==> config.mk <==
export PLATFORM = sky130hd
export DESIGN_NAME = next_lexicographic_permutation
export DESIGN_NICKNAME = d
export VERILOG_FILES = /design/src/sv/nlp_pkg.sv /design/src/sv/nlp_cell.sv /design/src/sv/next_lexicographic_permutation.sv
export VERILOG_INCLUDE_DIRS = /design/src /design/src/sv
export SDC_FILE = /design/constraint.sdc
export NUM_CORES = 1
export LEC_CHECK = 0
export ABC_CLOCK_PERIOD_IN_PS = 3900
export BUFFER_PORTS_ARGS = -buffer_cell sky130_fd_sc_hd__buf_2
export CAP_MARGIN = 0
export CELL_PAD_IN_SITES_DETAIL_PLACEMENT = 1
export CELL_PAD_IN_SITES_GLOBAL_PLACEMENT = 2
export CORE_ASPECT_RATIO = 1.1
export CORE_MARGIN = 3
export CORE_UTILIZATION = 40
export CTS_BUF_LIST = sky130_fd_sc_hd__clkbuf_16
export CTS_CLUSTER_DIAMETER = 120
export DETAILED_ROUTE_END_ITERATION = 12
export PLACE_DENSITY_LB_ADDON = 0.1
export SYNTH_ARGS = -nofsm -noshare
export SYNTH_HDL_FRONTEND = slang
export SYNTH_SLANG_ARGS = --single-unit
==> constraint.sdc <==
create_clock -name clk -period 3.9 [get_ports clk]
set_input_delay 0.585 -clock clk [delete_from_list [all_inputs] [get_ports clk]]
set_output_delay 0.585 -clock clk [all_outputs]
set_load 0.02 [all_outputs]
==> src/sv/assert_macros.svh <==
// assertion macros used by next_lexicographic_permutation
// no dependencies; expects clk and rst in the scope where a macro is used
`ifndef ASSERT_MACROS_SVH
`define ASSERT_MACROS_SVH

`ifndef ASSERT_OFF

// same-cycle implication
`define ASSERT_IMPL(label, ante, cons) \
  label: assert property (@(posedge clk) disable iff (rst) (ante) |-> (cons)) \
    else $error("assertion failed: same-cycle implication");

// next-cycle implication
`define ASSERT_NEXT(label, ante, cons) \
  label: assert property (@(posedge clk) disable iff (rst) (ante) |=> (cons)) \
    else $error("assertion failed: next-cycle implication");

`else

`define ASSERT_IMPL(label, ante, cons)
`define ASSERT_NEXT(label, ante, cons)

`endif

`endif

==> src/sv/nlp_pkg.sv <==
// shared types and constants for the next-permutation engine
// no dependencies
`default_nettype none

package nlp_pkg;

  localparam int MAX_LEN_DEF    = 16;
  localparam int ELEM_WIDTH_DEF = 8;

  // fixed port widths
  localparam int LEN_W  = 5;
  localparam int SLOT_W = 4;
  localparam int ELEM_W = 8;
  localparam int POS_W  = 4;

  localparam logic [LEN_W-1:0] LEN_RESET = LEN_W'(16);

  localparam logic CMD_LOAD = 1'b0;
  localparam logic CMD_STEP = 1'b1;

  typedef enum logic [2:0] {
    ST_IDLE,
    ST_SCAN,
    ST_PLACE,
    ST_SORT,
    ST_EMIT
  } state_t;

  typedef enum logic [2:0] {
    OP_HOLD,
    OP_LOAD,
    OP_ROTATE,
    OP_PLACE,
    OP_SORT
  } cell_op_t;

  typedef struct packed {
    cell_op_t op;
    logic     phase;
  } cell_ctrl_t;

endpackage

`default_nettype wire

==> src/sv/nlp_cell.sv <==
// one element slot of the permutation row
// depends on nlp_pkg
`default_nettype none

module nlp_cell import nlp_pkg::*; #(
  parameter int MAX_LEN    = MAX_LEN_DEF,
  parameter int ELEM_WIDTH = ELEM_WIDTH_DEF,
  parameter int POS        = 0
) (
  input  wire logic                         clk,
  input  wire cell_ctrl_t                   ctrl,
  input  wire logic [$clog2(MAX_LEN+1)-1:0] n_act,
  input  wire logic [$clog2(MAX_LEN+1)-1:0] sort_lo,
  input  wire logic [$clog2(MAX_LEN)-1:0]   a_idx,
  input  wire logic [ELEM_WIDTH-1:0]        a_data,
  input  wire logic [$clog2(MAX_LEN)-1:0]   b_idx,
  input  wire logic [ELEM_WIDTH-1:0]        b_data,
  input  wire logic [ELEM_WIDTH-1:0]        left_val,
  input  wire logic [ELEM_WIDTH-1:0]        right_val,
  input  wire logic [ELEM_WIDTH-1:0]        head_val,
  output logic      [ELEM_WIDTH-1:0]        val
);

  localparam int IDX_W = $clog2(MAX_LEN);
  localparam int CNT_W = $clog2(MAX_LEN + 1);

  localparam logic [IDX_W-1:0] POS_I    = IDX_W'(POS);
  localparam logic [CNT_W-1:0] POS_C    = CNT_W'(POS);
  localparam logic [CNT_W-1:0] POS_NEXT = CNT_W'(POS + 1);
  localparam logic             POS_ODD  = 1'((POS % 2));

  logic [ELEM_WIDTH-1:0] val_next;
  logic                  pair_right;
  logic                  pair_left;

  // pair (pos, pos+1) and pair (pos-1, pos) of the odd-even exchange
  assign pair_right = (ctrl.phase == POS_ODD) && (POS_C >= sort_lo) && (POS_NEXT < n_act);
  assign pair_left  = (ctrl.phase != POS_ODD) && (POS_C > sort_lo) && (POS_C < n_act);

  always_comb begin
    val_next = val;
    unique case (ctrl.op)
      OP_HOLD: begin
        val_next = val;
      end
      OP_LOAD: begin
        if (a_idx == POS_I) val_next = a_data;
      end
      OP_PLACE: begin
        if (a_idx == POS_I) begin
          val_next = a_data;
        end else if (b_idx == POS_I) begin
          val_next = b_data;
        end
      end
      OP_ROTATE: begin
        if (POS_NEXT == n_act) begin
          val_next = head_val;
        end else if (POS_C < n_act) begin
          val_next = right_val;
        end
      end
      OP_SORT: begin
        if (pair_right && (val > right_val)) begin
          val_next = right_val;
        end else if (pair_left && (left_val > val)) begin
          val_next = left_val;
        end
      end
      default: begin
        val_next = val;
      end
    endcase
  end

  always_ff @(posedge clk) begin
    val <= val_next;
  end

endmodule

`default_nettype wire

==> src/sv/next_lexicographic_permutation.sv <==
// step: from the start beat the cell row runs the scan rotation, the place step (skipped
//   on a wrap), the sort rounds and the emit rotation, n = active length; busy stays
//   high until the emit rotation has ended
// load: one beat per cycle, no results, busy stays low
// results: n beats on consecutive cycles; the receiver cannot stall
// reset: synchronous rst clears control and sets length_in_use to 16; element cells are
//   not cleared and hold garbage until loaded
// depends on nlp_pkg, nlp_cell and assert_macros.svh
`default_nettype none
`include "assert_macros.svh"

module next_lexicographic_permutation import nlp_pkg::*; #(
  parameter int MAX_LEN    = MAX_LEN_DEF,
  parameter int ELEM_WIDTH = ELEM_WIDTH_DEF
) (
  input  wire logic              clk,
  input  wire logic              rst,
  // command beat
  input  wire logic              start,
  output logic                   busy,
  input  wire logic              command,
  input  wire logic [SLOT_W-1:0] slot,
  input  wire logic [ELEM_W-1:0] element,
  // length register
  input  wire logic              cfg_write,
  input  wire logic [LEN_W-1:0]  cfg_wdata,
  // result beats
  output logic                   result_valid,
  output logic [POS_W-1:0]       position,
  output logic [ELEM_W-1:0]      value_out,
  output logic                   wrapped,
  output logic                   last_of_run
);

  localparam int IDX_W = $clog2(MAX_LEN);
  localparam int CNT_W = $clog2(MAX_LEN + 1);

  state_t state, state_next;

  logic [LEN_W-1:0]      length_in_use;
  logic [CNT_W-1:0]      n_act;      // clamped length, 1..MAX_LEN
  logic [CNT_W-1:0]      n_cur;      // length captured for this step
  logic [CNT_W-1:0]      cnt;        // rotation step or sort round
  logic                  last_cnt;

  // pivot tracking, filled during the scan rotation
  logic                  piv_found;
  logic [IDX_W-1:0]      piv_pos;
  logic [ELEM_WIDTH-1:0] piv_val;
  logic [IDX_W-1:0]      succ_pos;
  logic [ELEM_WIDTH-1:0] succ_val;
  logic [CNT_W-1:0]      sort_lo;

  logic                  step_go;
  logic                  load_go;
  logic                  slot_ok;
  logic                  ascent;
  logic                  larger;

  // cell row
  cell_ctrl_t            ctrl;
  logic [IDX_W-1:0]      a_idx;
  logic [ELEM_WIDTH-1:0] a_data;
  logic [ELEM_WIDTH-1:0] cell_val [MAX_LEN];

  assign busy     = (state != ST_IDLE);
  assign step_go  = start && !busy && (command == CMD_STEP);
  assign slot_ok  = (32'(slot) < MAX_LEN);
  assign load_go  = start && !busy && (command == CMD_LOAD) && slot_ok;
  assign last_cnt = (cnt == (n_cur - CNT_W'(1)));

  // during the scan, cell 0 holds element cnt and cell 1 holds element cnt+1
  assign ascent = !last_cnt && (cell_val[0] < cell_val[1]);
  assign larger = piv_found && (cell_val[0] > piv_val);

  // length of zero acts as one, above the row size acts as the row size
  always_comb begin
    if (length_in_use == '0) begin
      n_act = CNT_W'(1);
    end else if (32'(length_in_use) > MAX_LEN) begin
      n_act = CNT_W'(MAX_LEN);
    end else begin
      n_act = CNT_W'(length_in_use);
    end
  end

  // next state
  always_comb begin
    state_next = state;
    unique case (state)
      ST_IDLE: begin
        if (step_go) state_next = ST_SCAN;
      end
      ST_SCAN: begin
        // no ascent can appear on the last scan step, so piv_found is final here
        if (last_cnt) state_next = piv_found ? ST_PLACE : ST_SORT;
      end
      ST_PLACE: begin
        state_next = ST_SORT;
      end
      ST_SORT: begin
        if (last_cnt) state_next = ST_EMIT;
      end
      ST_EMIT: begin
        if (last_cnt) state_next = ST_IDLE;
      end
      default: begin
        state_next = ST_IDLE;
      end
    endcase
  end

  // cell row control
  always_comb begin
    ctrl.phase = cnt[0];
    ctrl.op    = OP_HOLD;
    unique case (state)
      ST_IDLE:  ctrl.op = load_go ? OP_LOAD : OP_HOLD;
      ST_SCAN:  ctrl.op = OP_ROTATE;
      ST_PLACE: ctrl.op = OP_PLACE;
      ST_SORT:  ctrl.op = OP_SORT;
      ST_EMIT:  ctrl.op = OP_ROTATE;
      default:  ctrl.op = OP_HOLD;
    endcase
  end

  // pivot gets the successor value; loads use the same port
  assign a_idx  = (state == ST_PLACE) ? piv_pos  : IDX_W'(slot);
  assign a_data = (state == ST_PLACE) ? succ_val : ELEM_WIDTH'(element);

  // control registers
  always_ff @(posedge clk) begin
    if (rst) begin
      state         <= ST_IDLE;
      cnt           <= '0;
      piv_found     <= 1'b0;
      result_valid  <= 1'b0;
      length_in_use <= LEN_RESET;
    end else begin
      state        <= state_next;
      result_valid <= (state == ST_EMIT);
      if (cfg_write) length_in_use <= cfg_wdata;
      if ((state_next != state) || (state == ST_IDLE)) begin
        cnt <= '0;
      end else begin
        cnt <= cnt + CNT_W'(1);
      end
      if (step_go) begin
        piv_found <= 1'b0;
      end else if ((state == ST_SCAN) && ascent) begin
        piv_found <= 1'b1;
      end
    end
  end

  // pivot data and result beat
  always_ff @(posedge clk) begin
    if (step_go) begin
      n_cur   <= n_act;
      sort_lo <= '0;
    end
    if (state == ST_SCAN) begin
      if (ascent) begin
        // rightmost ascent so far; its right neighbor is the first successor candidate
        piv_pos  <= IDX_W'(cnt);
        piv_val  <= cell_val[0];
        succ_pos <= IDX_W'(cnt + CNT_W'(1));
        succ_val <= cell_val[1];
        sort_lo  <= cnt + CNT_W'(1);
      end else if (larger) begin
        // rightmost element above the pivot
        succ_pos <= IDX_W'(cnt);
        succ_val <= cell_val[0];
      end
    end
    if (state == ST_EMIT) begin
      position    <= POS_W'(cnt);
      value_out   <= ELEM_W'(cell_val[0]);
      wrapped     <= !piv_found;
      last_of_run <= last_cnt;
    end
  end

  // row of cells; ends wrap around, the active length decides where the ring closes
  for (genvar k = 0; k < MAX_LEN; k++) begin : g_cell
    nlp_cell #(
      .MAX_LEN    (MAX_LEN),
      .ELEM_WIDTH (ELEM_WIDTH),
      .POS        (k)
    ) u_cell (
      .clk       (clk),
      .ctrl      (ctrl),
      .n_act     (n_cur),
      .sort_lo   (sort_lo),
      .a_idx     (a_idx),
      .a_data    (a_data),
      .b_idx     (succ_pos),
      .b_data    (piv_val),
      .left_val  (cell_val[(k + MAX_LEN - 1) % MAX_LEN]),
      .right_val (cell_val[(k + 1) % MAX_LEN]),
      .head_val  (cell_val[0]),
      .val       (cell_val[k])
    );
  end

  // checks
  `ASSERT_NEXT(a_run_ends, result_valid && last_of_run, !result_valid)
  `ASSERT_NEXT(a_run_steps, result_valid && !last_of_run, result_valid && (position == POS_W'($past(position) + 1'b1)))
  `ASSERT_IMPL(a_place_has_pivot, state == ST_PLACE, piv_found)
  `ASSERT_IMPL(a_idle_quiet, !busy && !$past(busy), !result_valid)

endmodule

`default_nettype wire
==> results.ini, run 1 <==
[floorplanning]
num_rows=78
die_h_um=221
fp.dieW_um=201
pin_count=38
start_util_pct=40.6
die_area_um2=44500
coreArea_um2=41400

[detailed_routing]
vias=16279
drc=0
post_drt_wl_per_cell_um=33.5
finalWirelength_um=80100
vias_per_cell=6.80
drt-pass1-iter-count=6
dr.first_iter.drc_count=1756
ant_nets=0

[setup_path]
worstSetupStartpoint=state[1]
end_kind=register
cp_num_buf_inv=0
crit_family=simple AND/OR/NAND/NOR gates
crit_slowest_cell=nand2_1
required_ns=4.12
arrival_ns=3.61
crit_chain=or3_1 > nand2_1 > nand2_1 > o21ai_0 > a21oi_1 > o311ai_0
slowest_delay_ns=1.05
critPathKind=register to register
crit_fanout=16
critical_path.startpoint_type=register
cp_common_cell=nand2_1
r2r-start=state[1]

[power_and_ir_drop]
cellPowerDensity_nw_per_um2=360
p_sw_mw=2.56
power.leakage_nw=7.55
seq_power_share_pct=41.8
intPower_mw=4.10
comb_power_share_pct=29.0
clock_power_share_pct=29.2
power_switching_share_pct=38.5
vdd_drop_max_v=0.000370
p_total_mw=6.66

[worst_hold_path]
hold_start=cfg_wdata[4]
hold_path.class=input port to register

[timing]
fin_skew_ns=0.0156
final_max_slew_viol_count=0
finalWorstSetupSlack_ns=0.516
final.setup.tns_ns=0
finalCritPeriodShare_pct=86.8
finalSetupViolCount=0
max_freq_ghz=0.296
slew_headroom_pct=5.11
fin_crit_ns=3.38
rsz0062_at_grt=no
hold_viol=0
worst_slew_pin_slew_ns=1.42

[placement]
dp_hpwl_um=58400
dpl.cell_count=2361
port-buffer-count=37
place.gp.congestion=0.989
place_ws_ns=0.612

[global_route]
antenna_found_initial=2
grt_pass1_vias=16514
grt_max_degree=71
track_usage_pct=35.4
grt-ovfl-total=0
grt_pass1_wl_um=116000

[finish]
final_cell_count_no_fill=2394
drive_gt1_share_pct=13.4
nets=1986
final_core_util_pct=44.7
antenna_cells=0
area_growth_pct=10.2

[yosys]
synth.area.mux_share_pct=13.0
synth_edf_count=171
ys_ff_latch=191
syn_area_per_cell_um2=9.30
ys_seq_area_share_pct=33.0
synth-compound-area-share_pct=23.8
synthArstFlopShare_pct=0
synth_xor_area_share_pct=0.730
synth.distinct_cells=72
ys_warn_count=0
synth_fp_nets=1971
synth_cells=1806
synth_top_family_by_area=compound AO/OA/AOI/OAI gates
synthAdderAreaFrac_pct=10.7
yosys.area_share.simple_pct=11.7
syn_area_um2=16800
synthFlopType=edfxtp_1

[job]
maxCapViolations=0

[clock_network]
clk_latency_ns=0.50
cts_resized=0
cts_hold_buf=0
clkSinkCount=191
cts_tree=done
clk_pin_slew_ns=0.08
postCtsSetupBuffers=0
clock-root-buffer=clkbuf_16
htreeDepth=4
ctsLongestPathBuffers=2
numCtsBuffers=17

[status]
status=finished, final reports clean

==> registers in the layout, summed over array words and instances, names as in the netlist, 3 cells and up <==
| signal | cells |
|---|---|
| position | 4 |
| n_cur | 5 |
| succ_val | 8 |
| state | 3 |
| succ_pos | 4 |
| piv_pos | 4 |
| piv_val | 8 |
| length_in_use | 5 |
| cnt | 5 |
| g_cell.u_cell.val | 128 |
| sort_lo | 5 |
| value_out | 8 |
==> synth_stat cells, types with 6 or more instances <==
master	n	area, um^2
nor4_1	8	50.1
o21a_1	9	67.6
a21oi_1	131	656
inv_1	150	563
nand2_1	79	297
buf_2	28	140
ha_1	143	1790
nor3_1	8	40.0
o21ai_0	122	611
and2_1	19	119
nor2_1	72	270
o221a_2	7	78.8
a221o_1	57	571
buf_1	15	56.3
mux2_2	33	372
clkbuf_1	94	353
mux2i_1	181	1810
o311ai_0	57	499
xor2_1	7	61.3
a221oi_1	32	280
nor2b_1	29	181
a2111oi_0	6	52.6
nand2b_1	9	56.3
o221ai_1	50	438
nand3_1	88	440
a21o_1	11	82.6
o211ai_1	26	195
o21ai_1	9	45.0
and3_1	6	37.5
nand4_1	38	238
edfxtp_1	171	5130
xnor2_1	7	61.3
dfxtp_1	20	400
a31oi_1	13	81.3
==> power groups by stage <==
stage               Combinational [mW]  Sequential [mW]  Clock [mW]
finish                            1.93             2.79        1.95
global route                      2.09             2.80        2.03
CTS                               1.89             2.78        1.94
detailed placement                1.88             2.82           0
global placement                  1.82             2.82           0
floorplan                         1.19             2.65           0
==> per-layer routing <==
metal	vias up	wire, um	GRT usage [%]	share of wire [%]
li1	7024	-	-	-
met1	8137	31600	44.1	39
met2	855	36800	57.6	46
met3	263	5980	5.58	7.5
met4	0	5830	21.7	7.3
met5	-	0	0	0
==> cell type report <==
| type | count | area [um^2] |
|---|---|---|
| fillers | 4803 | 22900 |
| multi-input cells | 1317 | 10100 |
| flip-flops and latches | 191 | 5540 |
| repair buffers | 144 | 1000 |
| well taps | 560 | 701 |
| inverters | 150 | 563 |
| clock buffers | 19 | 475 |
| clock inverters | 13 | 155 |
==> cell usage in the layout (no fill, tap or decap), drive strengths merged, types with 57 or more instances in the layout <==
cell type  netlist  final
mux2i          181    181
edfxtp         171    171
inv            150    156
ha             143    143
buf             52    143
a21oi          132    132
o21ai          131    131
nand3           88     88
nand2           79     79
nor2            73     73
o311ai          59     59
a221o           57     57
==> stage by stage <==
step	area (um^2)	hold WS [ns]
after floorplan	16800	0.448
after detailed placement	17900	0.516
final	18500	0.313
after global routing	18500	0.332
after CTS	18500	0.307
after global placement	17900	0.507
==> worst min-delay path: stages <==
cell      delay (ns)
buf_2           0.08
nand2_1         0.04
o211ai_1        0.07
==> final timing paths <==
path | endpoint | slack (ns) | depth (start not counted)
worst max-delay path | g_cell[9].u_cell.val[3] | 0.52 | 6
worst min-delay path | length_in_use[4] | 0.31 | 3
worst max register to register | g_cell[9].u_cell.val[3] | 0.52 | 6
worst min register to register | length_in_use[2] | 0.53 | 2
==> cell families after synthesis <==
| logic type | after synthesis |
|---|---|
| AOI/OAI and AO/OA | 564 |
| and+or+nand+nor | 382 |
| buffers and inverters | 298 |
| muxes | 214 |
| DFF | 191 |
| adders and majority gates | 143 |
| xor gates and xnor gates | 14 |
Power figures use the tool's default switching activity.
==> run 2, diff against run 1 <==
Settings changed: ABC_AREA set to 1, CORE_UTILIZATION 40 to 38.
==> results.ini, run 2 <==
[status]
status=finished, final reports clean

[finish]
seqCellArea_um2=5540
layout_common_cells=nand2_1, nand3_1, inv_1
fillCellCount=5753
mostFrequentLayoutCell=nand2_1
nets=2655
top_register=g_cell.u_cell.val
drive_gt1_share_pct=9.71
largest_reg_flops=128
area_growth_pct=9.01
fin_area_um2=19000
multi_input_area_um2=10400

[timing]
finalCritPeriodShare_pct=88.8
max_freq_ghz=0.289
hold_viol=0
worst_slew_pin_slew_ns=1.21
rsz0062_at_grt=no
fin_skew_ns=0.0140
finalSetupViolCount=0
final_max_slew_viol_count=0
fin_crit_ns=3.46
slew_headroom_pct=19.3
final.setup.tns_ns=0

[yosys]
ys_warn_count=0
synth_top_area_cell=edfxtp_1
ys_ff_latch=191
synthFlopType=edfxtp_1
synthArstFlopShare_pct=0
synth_cells=2473
ys_seq_area_share_pct=31.7
synth_common_cells=nand2_1, nand3_1, inv_1, edfxtp_1, ha_1
synth_fp_nets=2638
yosysTopAreaCellShare_pct=29.4
synth_edf_count=171
syn_area_per_cell_um2=7.05
yosys-top-cells-area=edfxtp_1, nand2_1, nand3_1, ha_1, inv_1
syn_area_um2=17400
synth_most_common_cell=nand2_1
synth.distinct_cells=43

[clock_network]
ctsLongestPathBuffers=2
cts_resized=0
clk_pin_slew_ns=0.08
htreeDepth=4
postCtsSetupBuffers=0
numCtsBuffers=17
cts_hold_buf=0
clk_latency_ns=0.49
clock-root-buffer=clkbuf_16
cts_tree=done
clkSinkCount=191

[detailed_routing]
drc=0
drt-pass1-iter-count=6
vias_per_cell=6.32
finalWirelength_um=90700
dr.first_iter.drc_count=2209
post_drt_wl_per_cell_um=29.4
ant_nets=0
vias=19492

[setup_path]
end_kind=register
critical_path.startpoint_type=register
worstSetupStartpoint=n_cur[0]
crit_fanout=12
rr_worst_depth=13
critPathKind=register to register
r2r-start=n_cur[0]
rrSetupSlack_ns=0.44
required_ns=4.06
r2r_end=piv_val[0]
arrival_ns=3.62

[floorplanning]
die_h_um=231
die_area_um2=48500
start_util_pct=38.9
fp.dieW_um=210
num_rows=81
coreArea_um2=44900
pin_count=38

[power_and_ir_drop]
cellPowerDensity_nw_per_um2=352
vdd_drop_max_v=0.000356
p_total_mw=6.70
power.leakage_nw=8.15

[global_route]
grt_pass1_wl_um=132000
grt-ovfl-total=0
antenna_found_initial=1
grt_pass1_vias=19421
grt_max_degree=147
track_usage_pct=36.9

[worst_hold_path]
min_to=length_in_use[4]
hold_path.class=input port to register
hold_depth=3
hold_start=cfg_wdata[4]

[placement]
dp_hpwl_um=65800
dpl_cell_area_um2=18400
place.gp.congestion=0.995
port-buffer-count=37

[job]
maxCapViolations=0

==> run 2: cell count changes after synthesis, moves of 29 or more <==
| cell | change |
|---|---|
| nor2b_1 | -29 |
| a221o_1 | -57 |
| o311ai_0 | -57 |
| mux2i_1 | -181 |
| a221oi_1 | -32 |
| o211ai_1 | +79 |
| nand3_1 | +326 |
| mux2_2 | -33 |
| o221ai_1 | -50 |
| nand4_1 | +102 |
| nand2_1 | +588 |
| inv_1 | +87 |
| o21ai_0 | -33 |
| nor2_1 | +32 |
==> run 2: worst max path at each step <==
stage,end,slack (ns),cells after the start
after floorplan,g_cell[15].u_cell.val[0],1.09,10
after CTS,g_cell[13].u_cell.val[2],0.55,8
after global routing,g_cell[13].u_cell.val[2],0.32,8
after detailed placement,g_cell[13].u_cell.val[4],0.57,8
after global placement,g_cell[13].u_cell.val[4],0.58,8
final,piv_val[0],0.44,13
==> run 2: metrics by stage <==
step	hold WS [ns]	util [%]	setup WS, ns	instances
floorplan	0.457	-	1.09	2473
global placement	0.526	41.1	0.580	3052
detailed placement	0.534	41.1	0.572	3052
CTS	0.297	42.4	0.547	3084
global route	0.311	42.4	0.318	3084
finish	0.306	42.4	0.435	3085
==> run 2: critical path: stages, from the launching register on <==
cell      delay, ns
edfxtp_1       0.73
inv_1          0.33
ha_1           0.42
inv_1          0.06
nand2_1        0.05
nand2_1        0.07
nor2_1         0.10
nand3_1        0.09
nor2_1         0.33
nand2_1        0.22
inv_1          0.17
nor2_2         0.06
nand2_2        0.17
inv_1          0.31
==> run 2: cell families (layout without fill, tap and decap cells) <==
family / after synthesis / in the layout / synth area share [%]
AO/OA/AOI/OAI: 343 / 343 / 12.0
XOR/XNOR: 4 / 4 / 0.201
adder cells (fa/ha/maj): 143 / 143 / 10.3
buffers and inverters: 379 / 409 / 8.57
flip-flops: 191 / 191 / 31.7
other: 0 / 1 / 0
AND/OR/NAND/NOR: 1413 / 1413 / 37.2
==> run 2: area by class of cell <==
| type | instances | share of cell area, % |
|---|---|---|
| clock buffer | 17 | 2.24 |
| timing repair buffer | 110 | 3.92 |
| sequential | 191 | 29.1 |
| antenna | 1 | 0.0132 |
| tap | 581 | 3.82 |
| inverter | 267 | 5.28 |
| clock inverter | 15 | 0.763 |
| multi-input combinational | 1903 | 54.9 |
==> run 2: layer usage <==
metal,GRT usage (%),vias to the layer above,wire [um]
li1,-,8632,-
met1,48.4,9580,36900
met2,57.9,1002,40200
met3,7.05,278,8100
met4,19.1,0,5530
met5,0,-,0
==> run 2: report_power, final <==
part	total [mW]	leakage, nW	internal (mW)	switching [mW]
sequential	2.65	1.77	2.47	0.186
clock	1.85	0.282	0.852	0.999
combinational	2.20	6.10	0.596	1.60
total	6.70	8.15	3.91	2.79
==> run 3, diff against run 2 <==
Settings changed: CTS_BUF_LIST sky130_fd_sc_hd__clkbuf_16 to not set, SLEW_MARGIN set to 0.
==> results.ini, run 3 (synthesized netlist as in run 2, its figures left out) <==
[floorplanning]
die_h_um=231
num_rows=81
pin_count=38
fp.dieW_um=210
coreArea_um2=44900
start_util_pct=38.9
die_area_um2=48500

[setup_path]
crit_fanout=9
critPathKind=register to register
r2r_end=g_cell[7].u_cell.val[7]
required_ns=4.01
rrSetupSlack_ns=0.40
r2r-start=n_cur[0]
critical_path.startpoint_type=register
rr_worst_depth=10
arrival_ns=3.61
end_kind=register

[timing]
worst_slew_pin_slew_ns=1.18
finalCritPeriodShare_pct=89.8
max_freq_ghz=0.285
rsz0062_at_grt=no
final.setup.tns_ns=0
fin_skew_ns=0.0129
finalWorstSetupSlack_ns=0.396
final_max_slew_viol_count=0
hold_slack_ns=0.310
slew_headroom_pct=21.3
hold_viol=0
fin_crit_ns=3.50
finalSetupViolCount=0

[finish]
layout_common_cells=nand2_1, nand3_1, inv_1
area_growth_pct=9.06
largest_reg_flops=128
seqCellArea_um2=5540
antenna_cells=0
nets=2655
multi_input_area_um2=10400
final_core_util_pct=42.4
top_register=g_cell.u_cell.val
drive_gt1_share_pct=9.75
fillCellCount=5752
mostFrequentLayoutCell=nand2_1

[clock_network]
htreeDepth=4
clk_pin_slew_ns=0.08
clock-root-buffer=clkbuf_16
postCtsSetupBuffers=0
clkSinkCount=191
ctsLongestPathBuffers=2
clk_latency_ns=0.49
cts_tree=done
numCtsBuffers=17
cts_resized=0
cts_hold_buf=0

[worst_hold_path]
hold_depth=3
hold_path.class=input port to register
min_to=length_in_use[4]
hold_start=cfg_wdata[4]

[power_and_ir_drop]
power.leakage_nw=8.15
cellPowerDensity_nw_per_um2=353
vdd_drop_max_v=0.000353
p_total_mw=6.71

[detailed_routing]
vias_per_cell=6.33
dr.first_iter.drc_count=2264
finalWirelength_um=90700
drt-pass1-iter-count=5
post_drt_wl_per_cell_um=29.4
drc=0
ant_nets=0
vias=19537

[placement]
port-buffer-count=37
place.gp.congestion=0.995
dp_hpwl_um=65800
place_ws_ns=0.572

[global_route]
antenna_found_initial=1
grt_max_degree=147
grt-ovfl-total=0
track_usage_pct=36.9
grt_pass1_vias=19419
grt_pass1_wl_um=132000

[job]
maxCapViolations=0

[status]
status=finished, final reports clean

-- run 3: cell count changes in the layout (fill, tap and decap cells not counted), sizes merged --
cell    change
clkbuf      +1
clkinv      -1
diode       -1
-- run 3: where the power goes --
part           internal [mW]  total, mW  switching, mW  leakage, nW
Sequential              2.47       2.65          0.186         1.77
Clock                  0.872       1.86          0.992        0.288
Combinational          0.596       2.20           1.60         6.10
Total                   3.93       6.71           2.78         8.15
-- run 3: metrics by stage --
stage / instances / instance area (um^2)
after floorplan: 2473 / 17400
after global placement: 3052 / 18400
after detailed placement: 3052 / 18400
after CTS: 3084 / 19000
after global routing: 3084 / 19000
final: 3084 / 19000
-- run 3: worst max path at each step --
stage | startpoint | end | cells past startpoint
after global routing | n_cur[0] | g_cell[13].u_cell.val[2] | 8
after floorplan | g_cell[0].u_cell.val[5] | g_cell[15].u_cell.val[0] | 10
after CTS | n_cur[0] | g_cell[13].u_cell.val[2] | 8
after global placement | n_cur[0] | g_cell[13].u_cell.val[4] | 8
final | n_cur[0] | g_cell[7].u_cell.val[7] | 10
after detailed placement | n_cur[0] | g_cell[13].u_cell.val[4] | 8
-- run 3: per-layer routing --
layer | global-route usage [%] | vias to the layer above | share of wire (%)
li1 | - | 8633 | -
met5 | 0 | - | 0
met1 | 48.4 | 9563 | 40
met3 | 7.05 | 275 | 9.4
met2 | 57.9 | 1066 | 44
met4 | 19.0 | 0 | 6.1
-- run 3: layout make-up --
cell class                      instances  area share [%]
Timing Repair Buffer                  110            3.92
Clock buffer                           18            2.31
Clock inverter                         14           0.743
Inverter                              267            5.28
Sequential cell                       191            29.1
Multi-Input combinational cell       1903            54.8
Tap cell                              581            3.82
-- run 3: worst max-delay path: stages, from the launching register on --
cell,delay [ns]
edfxtp_1,0.73
inv_1,0.32
nand2_1,0.21
nand2_1,0.19
nand2_1,0.24
nand3_1,0.23
nor2_1,0.15
nand2_1,0.17
nand3_1,0.13
o211ai_1,0.10
nor2_1,0.65
